**src/sv/assert_macros.svh**
```systemverilog
// Assertion macros shared by the stepper RTL.
// Every macro samples on the rising edge of clock and is disabled while reset is high.
`ifndef ASSERT_MACROS_SVH
`define ASSERT_MACROS_SVH

// A condition that must hold at every clock edge.
`define ASSERT_ALWAYS(name, expr, msg) \
   name: assert property (@(posedge clock) disable iff (reset) (expr)) else $error(msg);

// A condition that must hold in the cycle after a trigger.
`define ASSERT_NEXT(name, trig, expr, msg) \
   name: assert property (@(posedge clock) disable iff (reset) (trig) |=> (expr)) else $error(msg);

`endif

```
**src/sv/l3b_pkg.sv**
```systemverilog
// Shared types and constants for the 3D Bresenham line stepper.
// No dependencies; used by l3b_core and the top level.
`default_nettype none

package l3b_pkg;

   // Default coordinate width for each color axis.
   localparam int COORD_BITS_DEF = 8;

   // Input operation selector.
   typedef enum logic {
      OP_LOAD = 1'b0,
      OP_STEP = 1'b1
   } op_type;

   // Result status code.
   typedef enum logic [1:0] {
      ST_POINT  = 2'd0,
      ST_IDLE   = 2'd1,
      ST_REJECT = 2'd2
   } status_type;

   // Major axis of the active line.
   typedef enum logic [1:0] {
      AX_R = 2'd0,
      AX_G = 2'd1,
      AX_B = 2'd2
   } axis_type;

endpackage

`default_nettype wire

```
**src/sv/l3b_minor.sv**
```systemverilog
// Bresenham error update for one minor axis.
// Depends on nothing but its parameter; instantiated twice by l3b_core.
`default_nettype none

module l3b_minor #(
   parameter int COORD_BITS = 8
) (
   input  wire logic signed [COORD_BITS+1:0] err_i,
   input  wire logic        [COORD_BITS-1:0] dmin_i,
   input  wire logic        [COORD_BITS-1:0] dmaj_i,
   output      logic signed [COORD_BITS+1:0] err_o,
   output      logic                         adv_o
);

   localparam int EW = COORD_BITS + 2;

   logic signed [EW:0] err_ext;
   logic signed [EW:0] twice_min;
   logic signed [EW:0] twice_maj;
   logic signed [EW:0] sum;
   logic               not_pos;

   // A non-positive error grows by twice the minor delta; otherwise the
   // minor coordinate advances and twice the major delta is taken off as well.
   always_comb begin
      err_ext   = {err_i[EW-1], err_i};
      twice_min = $signed({2'b00, dmin_i, 1'b0});
      twice_maj = $signed({2'b00, dmaj_i, 1'b0});
      not_pos   = err_i[EW-1] || (err_i == '0);
      if (not_pos) begin
         sum = err_ext + twice_min;
      end else begin
         sum = err_ext + twice_min - twice_maj;
      end
      err_o = sum[EW-1:0];
      adv_o = !not_pos;
   end

endmodule

`default_nettype wire

```
**src/sv/l3b_core.sv**
```systemverilog
// Line state registers and the single-pass load and step logic.
// Depends on l3b_pkg and l3b_minor; results go to l3b_out_buf.
`default_nettype none

`include "assert_macros.svh"

module l3b_core #(
   parameter int COORD_BITS = l3b_pkg::COORD_BITS_DEF
) (
   input  wire logic                      clock,
   input  wire logic                      reset,
   input  wire logic                      accept_i,
   input  wire l3b_pkg::op_type           opcode_i,
   input  wire logic [COORD_BITS-1:0]     start_r_i,
   input  wire logic [COORD_BITS-1:0]     start_g_i,
   input  wire logic [COORD_BITS-1:0]     start_b_i,
   input  wire logic [COORD_BITS-1:0]     end_r_i,
   input  wire logic [COORD_BITS-1:0]     end_g_i,
   input  wire logic [COORD_BITS-1:0]     end_b_i,
   output      logic                      res_valid_o,
   // Fields from bit 0 up: point_r, point_g, point_b, last_point, status.
   output      logic [3*COORD_BITS+2:0]   res_data_o
);

   localparam int CB = COORD_BITS;
   localparam int EW = COORD_BITS + 2;

   // Line state.
   logic [CB-1:0]         cur_r_ff, cur_r_in;
   logic [CB-1:0]         cur_g_ff, cur_g_in;
   logic [CB-1:0]         cur_b_ff, cur_b_in;
   logic [CB-1:0]         major_end_ff, major_end_in;
   logic [CB-1:0]         delta_r_ff, delta_r_in;
   logic [CB-1:0]         delta_g_ff, delta_g_in;
   logic [CB-1:0]         delta_b_ff, delta_b_in;
   l3b_pkg::axis_type     major_axis_ff, major_axis_in;
   logic signed [EW-1:0]  err_first_ff, err_first_in;
   logic signed [EW-1:0]  err_second_ff, err_second_in;
   logic                  line_active_ff, line_active_in;

   // Load decode.
   logic [CB-1:0]         ld_dr, ld_dg, ld_db;
   logic [CB-1:0]         ld_dmaj, ld_dm1, ld_dm2, ld_emaj;
   l3b_pkg::axis_type     ld_axis;
   logic                  load_bad;

   // Step decode.
   logic [CB-1:0]         st_dmaj, st_dm1, st_dm2;
   logic signed [EW-1:0]  st_err1, st_err2;
   logic                  st_adv1, st_adv2;
   logic [CB-1:0]         st_r, st_g, st_b, st_maj;

   // Result fields.
   logic [CB-1:0]         pt_r, pt_g, pt_b;
   logic                  pt_last;
   l3b_pkg::status_type   pt_status;

   // Qualifiers used by the assertions.
   logic                  idle_step;
   logic                  reject_load;
   logic [3*CB+EW:0]      held_state;

   // Load: deltas, major axis choice (ties go to R, then G) and minor deltas.
   always_comb begin
      load_bad = (end_r_i < start_r_i) || (end_g_i < start_g_i) || (end_b_i < start_b_i);
      ld_dr    = end_r_i - start_r_i;
      ld_dg    = end_g_i - start_g_i;
      ld_db    = end_b_i - start_b_i;
      priority if (ld_dr >= ld_dg && ld_dr >= ld_db) begin
         ld_axis = l3b_pkg::AX_R;
      end else if (ld_dg >= ld_db) begin
         ld_axis = l3b_pkg::AX_G;
      end else begin
         ld_axis = l3b_pkg::AX_B;
      end
      unique case (ld_axis)
         l3b_pkg::AX_G: begin
            ld_dmaj = ld_dg; ld_emaj = end_g_i; ld_dm1 = ld_dr; ld_dm2 = ld_db;
         end
         l3b_pkg::AX_B: begin
            ld_dmaj = ld_db; ld_emaj = end_b_i; ld_dm1 = ld_dr; ld_dm2 = ld_dg;
         end
         default: begin
            ld_dmaj = ld_dr; ld_emaj = end_r_i; ld_dm1 = ld_dg; ld_dm2 = ld_db;
         end
      endcase
   end

   // Step: pick the stored deltas by major axis.
   always_comb begin
      unique case (major_axis_ff)
         l3b_pkg::AX_G: begin
            st_dmaj = delta_g_ff; st_dm1 = delta_r_ff; st_dm2 = delta_b_ff;
         end
         l3b_pkg::AX_B: begin
            st_dmaj = delta_b_ff; st_dm1 = delta_r_ff; st_dm2 = delta_g_ff;
         end
         default: begin
            st_dmaj = delta_r_ff; st_dm1 = delta_g_ff; st_dm2 = delta_b_ff;
         end
      endcase
   end

   l3b_minor #(.COORD_BITS(CB)) u_minor_first (
      .err_i  (err_first_ff),
      .dmin_i (st_dm1),
      .dmaj_i (st_dmaj),
      .err_o  (st_err1),
      .adv_o  (st_adv1)
   );

   l3b_minor #(.COORD_BITS(CB)) u_minor_second (
      .err_i  (err_second_ff),
      .dmin_i (st_dm2),
      .dmaj_i (st_dmaj),
      .err_o  (st_err2),
      .adv_o  (st_adv2)
   );

   // Step: advance the major axis and each minor axis that is due.
   always_comb begin
      unique case (major_axis_ff)
         l3b_pkg::AX_G: begin
            st_g = cur_g_ff + {{(CB-1){1'b0}}, 1'b1};
            st_r = cur_r_ff + {{(CB-1){1'b0}}, st_adv1};
            st_b = cur_b_ff + {{(CB-1){1'b0}}, st_adv2};
            st_maj = st_g;
         end
         l3b_pkg::AX_B: begin
            st_b = cur_b_ff + {{(CB-1){1'b0}}, 1'b1};
            st_r = cur_r_ff + {{(CB-1){1'b0}}, st_adv1};
            st_g = cur_g_ff + {{(CB-1){1'b0}}, st_adv2};
            st_maj = st_b;
         end
         default: begin
            st_r = cur_r_ff + {{(CB-1){1'b0}}, 1'b1};
            st_g = cur_g_ff + {{(CB-1){1'b0}}, st_adv1};
            st_b = cur_b_ff + {{(CB-1){1'b0}}, st_adv2};
            st_maj = st_r;
         end
      endcase
   end

   // Next state and the result for the item taken in this cycle.
   always_comb begin
      cur_r_in       = cur_r_ff;
      cur_g_in       = cur_g_ff;
      cur_b_in       = cur_b_ff;
      major_end_in   = major_end_ff;
      delta_r_in     = delta_r_ff;
      delta_g_in     = delta_g_ff;
      delta_b_in     = delta_b_ff;
      major_axis_in  = major_axis_ff;
      err_first_in   = err_first_ff;
      err_second_in  = err_second_ff;
      line_active_in = line_active_ff;
      pt_r           = '0;
      pt_g           = '0;
      pt_b           = '0;
      pt_last        = 1'b0;
      pt_status      = l3b_pkg::ST_POINT;
      if (accept_i) begin
         if (opcode_i == l3b_pkg::OP_LOAD) begin
            if (load_bad) begin
               line_active_in = 1'b0;
               pt_status      = l3b_pkg::ST_REJECT;
            end else begin
               cur_r_in       = start_r_i;
               cur_g_in       = start_g_i;
               cur_b_in       = start_b_i;
               delta_r_in     = ld_dr;
               delta_g_in     = ld_dg;
               delta_b_in     = ld_db;
               major_axis_in  = ld_axis;
               major_end_in   = ld_emaj;
               err_first_in   = $signed({1'b0, ld_dm1, 1'b0}) - $signed({2'b00, ld_dmaj});
               err_second_in  = $signed({1'b0, ld_dm2, 1'b0}) - $signed({2'b00, ld_dmaj});
               line_active_in = (ld_dmaj != '0);
               pt_r           = start_r_i;
               pt_g           = start_g_i;
               pt_b           = start_b_i;
               pt_last        = (ld_dmaj == '0);
            end
         end else if (!line_active_ff) begin
            pt_status = l3b_pkg::ST_IDLE;
         end else begin
            cur_r_in       = st_r;
            cur_g_in       = st_g;
            cur_b_in       = st_b;
            err_first_in   = st_err1;
            err_second_in  = st_err2;
            pt_r           = st_r;
            pt_g           = st_g;
            pt_b           = st_b;
            pt_last        = (st_maj == major_end_ff);
            line_active_in = (st_maj != major_end_ff);
         end
      end
      res_valid_o = accept_i;
      res_data_o  = {pt_status, pt_last, pt_b, pt_g, pt_r};
   end

   // State registers.
   always_ff @(posedge clock) begin
      if (reset) begin
         cur_r_ff       <= '0;
         cur_g_ff       <= '0;
         cur_b_ff       <= '0;
         major_end_ff   <= '0;
         delta_r_ff     <= '0;
         delta_g_ff     <= '0;
         delta_b_ff     <= '0;
         major_axis_ff  <= l3b_pkg::AX_R;
         err_first_ff   <= '0;
         err_second_ff  <= '0;
         line_active_ff <= 1'b0;
      end else begin
         cur_r_ff       <= cur_r_in;
         cur_g_ff       <= cur_g_in;
         cur_b_ff       <= cur_b_in;
         major_end_ff   <= major_end_in;
         delta_r_ff     <= delta_r_in;
         delta_g_ff     <= delta_g_in;
         delta_b_ff     <= delta_b_in;
         major_axis_ff  <= major_axis_in;
         err_first_ff   <= err_first_in;
         err_second_ff  <= err_second_in;
         line_active_ff <= line_active_in;
      end
   end

   // Conditions and the watched state for the assertions below.
   assign idle_step   = accept_i && opcode_i == l3b_pkg::OP_STEP && !line_active_ff;
   assign reject_load = accept_i && opcode_i == l3b_pkg::OP_LOAD && load_bad;
   assign held_state  = {line_active_ff, cur_r_ff, cur_g_ff, cur_b_ff, err_first_ff};

   // A step with no active line leaves the whole line state untouched.
   `ASSERT_NEXT(a_idle_step_holds, idle_step, $stable(held_state), "idle step changed line state")
   // A rejected load always drops the active line.
   `ASSERT_NEXT(a_reject_drops_line, reject_load, !line_active_ff, "rejected load kept a line")

endmodule

`default_nettype wire

```
**src/sv/l3b_out_buf.sv**
```systemverilog
// Two-entry result buffer: an output register and a skid register.
// Depends on nothing but its parameter; fed by l3b_core.
`default_nettype none

`include "assert_macros.svh"

module l3b_out_buf #(
   parameter int DATA_BITS = 27
) (
   input  wire logic                 clock,
   input  wire logic                 reset,
   input  wire logic                 in_valid_i,
   input  wire logic [DATA_BITS-1:0] in_data_i,
   output      logic                 in_ready_o,
   output      logic                 out_valid_o,
   input  wire logic                 out_ready_i,
   output      logic [DATA_BITS-1:0] out_data_o
);

   logic                 main_valid_ff, main_valid_in;
   logic                 skid_valid_ff, skid_valid_in;
   logic [DATA_BITS-1:0] main_data_ff, main_data_in;
   logic [DATA_BITS-1:0] skid_data_ff, skid_data_in;
   logic                 pop;

   // Input is taken whenever the skid entry is free.
   assign in_ready_o  = !skid_valid_ff;
   assign out_valid_o = main_valid_ff;
   assign out_data_o  = main_data_ff;

   // Refill the output register from the skid entry first, then from input.
   always_comb begin
      pop           = main_valid_ff && out_ready_i;
      main_valid_in = main_valid_ff;
      skid_valid_in = skid_valid_ff;
      main_data_in  = main_data_ff;
      skid_data_in  = skid_data_ff;
      if (pop && skid_valid_ff) begin
         main_data_in  = skid_data_ff;
         skid_valid_in = 1'b0;
      end else if (in_valid_i) begin
         if (!main_valid_ff || pop) begin
            main_valid_in = 1'b1;
            main_data_in  = in_data_i;
         end else begin
            skid_valid_in = 1'b1;
            skid_data_in  = in_data_i;
         end
      end else if (pop) begin
         main_valid_in = 1'b0;
      end
   end

   always_ff @(posedge clock) begin
      if (reset) begin
         main_valid_ff <= 1'b0;
         skid_valid_ff <= 1'b0;
      end else begin
         main_valid_ff <= main_valid_in;
         skid_valid_ff <= skid_valid_in;
      end
      main_data_ff <= main_data_in;
      skid_data_ff <= skid_data_in;
   end

   // The skid entry is only ever filled behind a full output register.
   `ASSERT_ALWAYS(a_skid_behind_main, !skid_valid_ff || main_valid_ff, "skid entry valid with empty output register")
   // No transfer arrives while both entries are full.
   `ASSERT_ALWAYS(a_no_push_when_full, !(in_valid_i && skid_valid_ff), "transfer into a full buffer")
   // A transfer into an empty buffer shows up at the output next cycle.
   `ASSERT_NEXT(a_empty_push_shows, in_valid_i && !main_valid_ff, main_valid_ff && main_data_ff == $past(in_data_i), "result lost on empty buffer")

endmodule

`default_nettype wire

```
**src/sv/line_3d_bresenham_stepper.sv**
```systemverilog
// Top level of the 3D Bresenham line stepper over RGB coordinates.
// Depends on l3b_pkg, l3b_core (with l3b_minor) and l3b_out_buf.
//
//   Channel  Dir  tdata (bit 0 up)                         tuser      tlast
//   req_     in   start_r start_g start_b end_r end_g end_b  opcode     -
//   rsp_     out  point_r point_g point_b                  status     last_point
//
// One item per cycle sustained while rsp_ takes results; each result is registered in the output
// buffer before it appears on rsp_. The line state update and the error-term adds sit between
// the state registers and the output register.
// Reset is synchronous and active high; it clears the line state and empties the buffer.
// A two-entry output buffer absorbs a stall: req_tready falls only when both entries hold
// results that rsp_ has not taken.
`default_nettype none

module line_3d_bresenham_stepper #(
   parameter int COORD_BITS = l3b_pkg::COORD_BITS_DEF
) (
   input  wire logic                                  clock,
   input  wire logic                                  reset,
   input  wire logic                                  req_tvalid,
   output      logic                                  req_tready,
   // start_r, start_g, start_b, end_r, end_g, end_b, then zero fill.
   input  wire logic [((6*COORD_BITS+7)/8)*8-1:0]     req_tdata,
   // opcode.
   input  wire logic                                  req_tuser,
   output      logic                                  rsp_tvalid,
   input  wire logic                                  rsp_tready,
   // point_r, point_g, point_b, then zero fill.
   output      logic [((3*COORD_BITS+7)/8)*8-1:0]     rsp_tdata,
   output      logic                                  rsp_tlast,
   // status.
   output      logic [1:0]                            rsp_tuser
);

   localparam int CB     = COORD_BITS;
   localparam int RES_W  = 3*CB + 3;
   localparam int RSP_DW = ((3*CB+7)/8)*8;

   logic               accept;
   logic               res_valid;
   logic [RES_W-1:0]   res_data;
   logic [RES_W-1:0]   out_data;
   l3b_pkg::op_type    opcode;

   // Input transfer.
   assign accept = req_tvalid && req_tready;
   assign opcode = l3b_pkg::op_type'(req_tuser);

   l3b_core #(.COORD_BITS(CB)) u_core (
      .clock       (clock),
      .reset       (reset),
      .accept_i    (accept),
      .opcode_i    (opcode),
      .start_r_i   (req_tdata[0*CB +: CB]),
      .start_g_i   (req_tdata[1*CB +: CB]),
      .start_b_i   (req_tdata[2*CB +: CB]),
      .end_r_i     (req_tdata[3*CB +: CB]),
      .end_g_i     (req_tdata[4*CB +: CB]),
      .end_b_i     (req_tdata[5*CB +: CB]),
      .res_valid_o (res_valid),
      .res_data_o  (res_data)
   );

   l3b_out_buf #(.DATA_BITS(RES_W)) u_out_buf (
      .clock       (clock),
      .reset       (reset),
      .in_valid_i  (res_valid),
      .in_data_i   (res_data),
      .in_ready_o  (req_tready),
      .out_valid_o (rsp_tvalid),
      .out_ready_i (rsp_tready),
      .out_data_o  (out_data)
   );

   // Unpack the buffered result onto the stream ports.
   assign rsp_tdata = RSP_DW'(out_data[3*CB-1:0]);
   assign rsp_tlast = out_data[3*CB];
   assign rsp_tuser = out_data[3*CB+2:3*CB+1];

endmodule

`default_nettype wire
```
**config.mk**
```make
export PLATFORM = sky130hd
export DESIGN_NAME = line_3d_bresenham_stepper
export DESIGN_NICKNAME = d
export VERILOG_FILES = /design/src/sv/l3b_pkg.sv /design/src/sv/l3b_minor.sv /design/src/sv/l3b_core.sv /design/src/sv/l3b_out_buf.sv /design/src/sv/line_3d_bresenham_stepper.sv
export VERILOG_INCLUDE_DIRS = /design/src /design/src/sv
export SDC_FILE = /design/constraint.sdc
export NUM_CORES = 1
export LEC_CHECK = 0
export BUFFER_PORTS_ARGS = -buffer_cell sky130_fd_sc_hd__buf_4
export CAP_MARGIN = 20
export CORE_AREA = 2 2 216 218
export CTS_CLUSTER_SIZE = 16
export DETAILED_ROUTE_END_ITERATION = 6
export DIE_AREA = 0 0 218 220
export PLACE_DENSITY = 0.36
export SYNTH_ARGS = -nofsm -noshare
export SYNTH_HDL_FRONTEND = slang
export SYNTH_HIERARCHICAL = 1
export SYNTH_SLANG_ARGS = --single-unit
```
**constraint.sdc**
```tcl
create_clock -name clock -period 12.43 [get_ports clock]
set_input_delay 0.6215 -clock clock [delete_from_list [all_inputs] [get_ports clock]]
set_output_delay 0.6215 -clock clock [all_outputs]
set_load 0.005 [all_outputs]
```
==> flow_metrics.tcl <==
set metrics [dict create \
    outcome "completed" \
    dpl_worst_slack_ns 5.85 \
    cts_tree "yes" \
    drive_above_1_share_pct 15.4 \
    cts-hold-fix-buffers 0 \
    cts_inserted_buffers 17 \
    postSynthRegisterBits 135 \
    die_span_in_x_um 218 \
    worst_ir_drop_vdd_mv 0.0762 \
    setup_ws_ns 6.20 \
    num_io_pins 82 \
    worst_setup_path_end_kind "flip-flop" \
    first_global_vias 9504 \
    rsz0062_at_grt "no" \
    dp_hpwl_um 30600 \
    fp.dieH_um 220 \
    synth_enable_flop_cells 54 \
    die_area_mm2 0.0480 \
    worstRegToRegCells 18 \
    critical_path.slowest_cell "fa_1" \
    finalSetupViolCount 0 \
    gp_congestion 0.832 \
    drt_iter0_drc 571 \
    drtAntennaViolNets 0 \
    wire_length_of_the_first_global_routing_pass_um 59600 \
    cts_root_buffer "clkbuf_16" \
    fmax_mhz 160 \
    timing.final.hold_violations 0 \
    max_cap_viol_count 0 \
    cts_repair_resize_count 0 \
    synth_ff_type "dfxtp_1" \
    setup.worst_path.class "in -> reg" \
    critical-path-top-delay-family "compound AO/OA/AOI/OAI gates" \
    vias_per_cell 4.82 \
    core-area_mm2 0.0459 \
    ys_seq_area_share_pct 28.8 \
    slowest_delay_ns 0.50 \
    cts_htree_levels 4 \
    clkSinkCount 135 \
    period_share_pct 50.1 \
    vias 9595 \
    layout.cells.most_common "nor2_1" \
    cts_max_path_buffers 2 \
    totalNegativeSetupSlack_ns 0 \
    synth-async-reset-ratio_pct 0 \
    fin_hold_ws_ns 0.403 \
    initial_core_util_pct 24.6 \
    synth_area_per_cell_um2 8.50 \
    route.final.wire_length_um 39200 \
    cts.clk_slew.worst_paths_ns 0.06 \
    design.final.nets 1535 \
    post-cts-setup-buffers 0 \
    post_synth_design_cell_area_mm2 0.0113 \
    bufs_and_invs_on_worst_path 3 \
    leakagePower_nw 5.52 \
    placement_rows 79 \
    period_needed_ns 6.23 \
    hold_depth 2 \
    final_cell_mix "nor2_1 (146), a21oi_1 (116), nand2_1 (102), ha_1 (102), buf_4 (98)" \
    synth_cells 1327 \
    worst_pin_slew_ns 1.09 \
    hold_path.class "in -> reg" \
    path_depth 30 \
    drc 0 \
    detail_route.wl_per_cell_um 19.7 \
    highest_net_fanout_along_the_worst_path 10 \
    dr.pass1.iters 5 \
    slew_headroom_pct 27.4 \
    global_route.overflow_total 0 \
    number_of_antenna_violations_at_the_first_check_in_global_routing 1 \
    worst-endpoint-required_ns 12.79 \
    start_kind "primary input" \
    fin_worst_skew_ns 0.00890 \
    synth_cell_types 76 \
    clock_latency_on_the_worst_skew_pair_ns 0.44 \
    syn2layout_area_growth_pct 16.0 \
    slew_viol_final 0 \
    largest_net_degree_at_the_start_of_global_routing 68 \
    worst_ep_arrival_time_ns 6.59 \
    synthesis.yosys.warnings 6 \
    power.density_cell_area_mw_per_mm2 142 \
    port_buffers 81 \
    syn_nets 1491 \
    crit_path_frequent_cell "a21oi_1" \
    grt_use_total_pct 16.7 \
]
## final timing paths
| check | from | slack, ns | endpoint |
|---|---|---|---|
| hold / removal | rsp_tready | 0.40 | u_out_buf/skid_valid_ff |
| setup / recovery | req_tdata[1] | 6.20 | u_core/err_second_ff[8] |
| setup reg to reg | u_core/major_axis_ff[0] | 7.23 | u_core/err_first_ff[8] |
| hold reg to reg | u_core/major_axis_ff[0] | 0.47 | u_core/major_axis_ff[0] |
## routing by layer
metal / track usage, % / up-vias / wire length [um]
met3: 2.91 / 30 / 1230
li1: - / 4832 / -
met1: 22.5 / 4603 / 19100
met4: 4.15 / 0 / 595
met2: 27.4 / 130 / 18300
met5: 0 / - / 0
## logic make-up after synthesis
family | share of synthesized area, %
flops | 28.8
buf+inv | 5.86
simple gates | 16.4
xor+xnor | 6.37
mux | 9.37
fa+ha+maj | 12.9
compound gates | 20.3
## synthesized netlist by cell type, types with 4 or more instances
master	number	share of area, %
xor2_1	35	2.7
a21oi_1	117	5.2
a31oi_1	8	0.44
xnor2_1	47	3.7
nor4_1	5	0.28
a22oi_1	30	2.0
mux2_4	22	2.9
edfxtp_1	54	14
o211ai_1	9	0.60
and3_1	7	0.39
o21ai_0	54	2.4
o21bai_1	8	0.53
buf_2	12	0.53
nor3_1	20	0.89
and2_1	13	0.72
a21boi_0	4	0.27
a21o_1	20	1.3
nand3_1	30	1.3
a211o_1	4	0.31
buf_4	5	0.33
a211oi_1	31	2.1
a221oi_1	6	0.47
nand2b_1	11	0.61
fa_1	9	1.6
mux2_2	36	3.6
o31ai_1	5	0.33
nand4_1	9	0.50
inv_1	90	3.0
mux2i_1	32	2.8
o31a_1	4	0.31
ha_1	102	11
clkbuf_1	48	1.6
or3_1	5	0.28
nor2b_1	29	1.6
nor2_1	146	4.9
a221oi_2	4	0.53
nand2_1	102	3.4
o21a_1	14	0.93
and3b_1	4	0.31
buf_1	6	0.20
dfxtp_1	81	14
## metrics by stage
step	cells	utilization (%)	total power (W)	area, um2
detailed placement	1959	27.2	0.00133	12500
CTS	1991	28.5	0.00188	13100
floorplan	1327	-	0.00107	11300
global route	1992	28.5	0.00198	13100
finish	1992	28.5	0.00186	13100
global placement	1959	27.2	0.00133	12500
## power by group
group	internal, W	switching [W]	leakage [nW]
clock network	0.000322	0.000226	0.292
logic	0.000323	0.000507	4.02
registers	0.000472	0.00000868	1.21
## registers in the layout (all words and copies together), names as in the netlist
register / count
u_core/cur_b_ff: 8
u_core/cur_g_ff: 8
u_core/cur_r_ff: 8
u_core/delta_b_ff: 8
u_core/delta_g_ff: 8
u_core/delta_r_ff: 8
u_core/err_first_ff: 10
u_core/err_second_ff: 10
u_core/line_active_ff: 1
u_core/major_axis_ff: 2
u_core/major_end_ff: 8
u_out_buf/out_data_o: 27
u_out_buf/out_valid_o: 1
u_out_buf/skid_data_ff: 27
u_out_buf/skid_valid_ff: 1
## worst register-to-register path, stage by stage (launching register included)
cell and delay (ns):
dfxtp_1 0.35, inv_1 0.05, ha_1 0.80, buf_4 0.42, mux2_2 0.43, ha_1 0.23, fa_1 0.43, a211oi_1 0.24
o21bai_1 0.14, a21oi_1 0.19, xnor2_1 0.17, ha_1 0.34, and3_2 0.21, a221oi_2 0.26, xnor2_1 0.10, mux2_4 0.26
a21oi_1 0.22, o21a_1 0.15, nor3_1 0.04
## final cells by class
cell class	count	area [um2]
repair buffers	98	736
diodes	1	2.50
clock buffers	18	429
well taps	607	759
fillers	5048	32800
inverters	90	338
multi-input cells	1029	7390
flip-flops and latches	135	3240
clock inverters	14	188
Note: power is estimated with default switching activity, not from simulation.
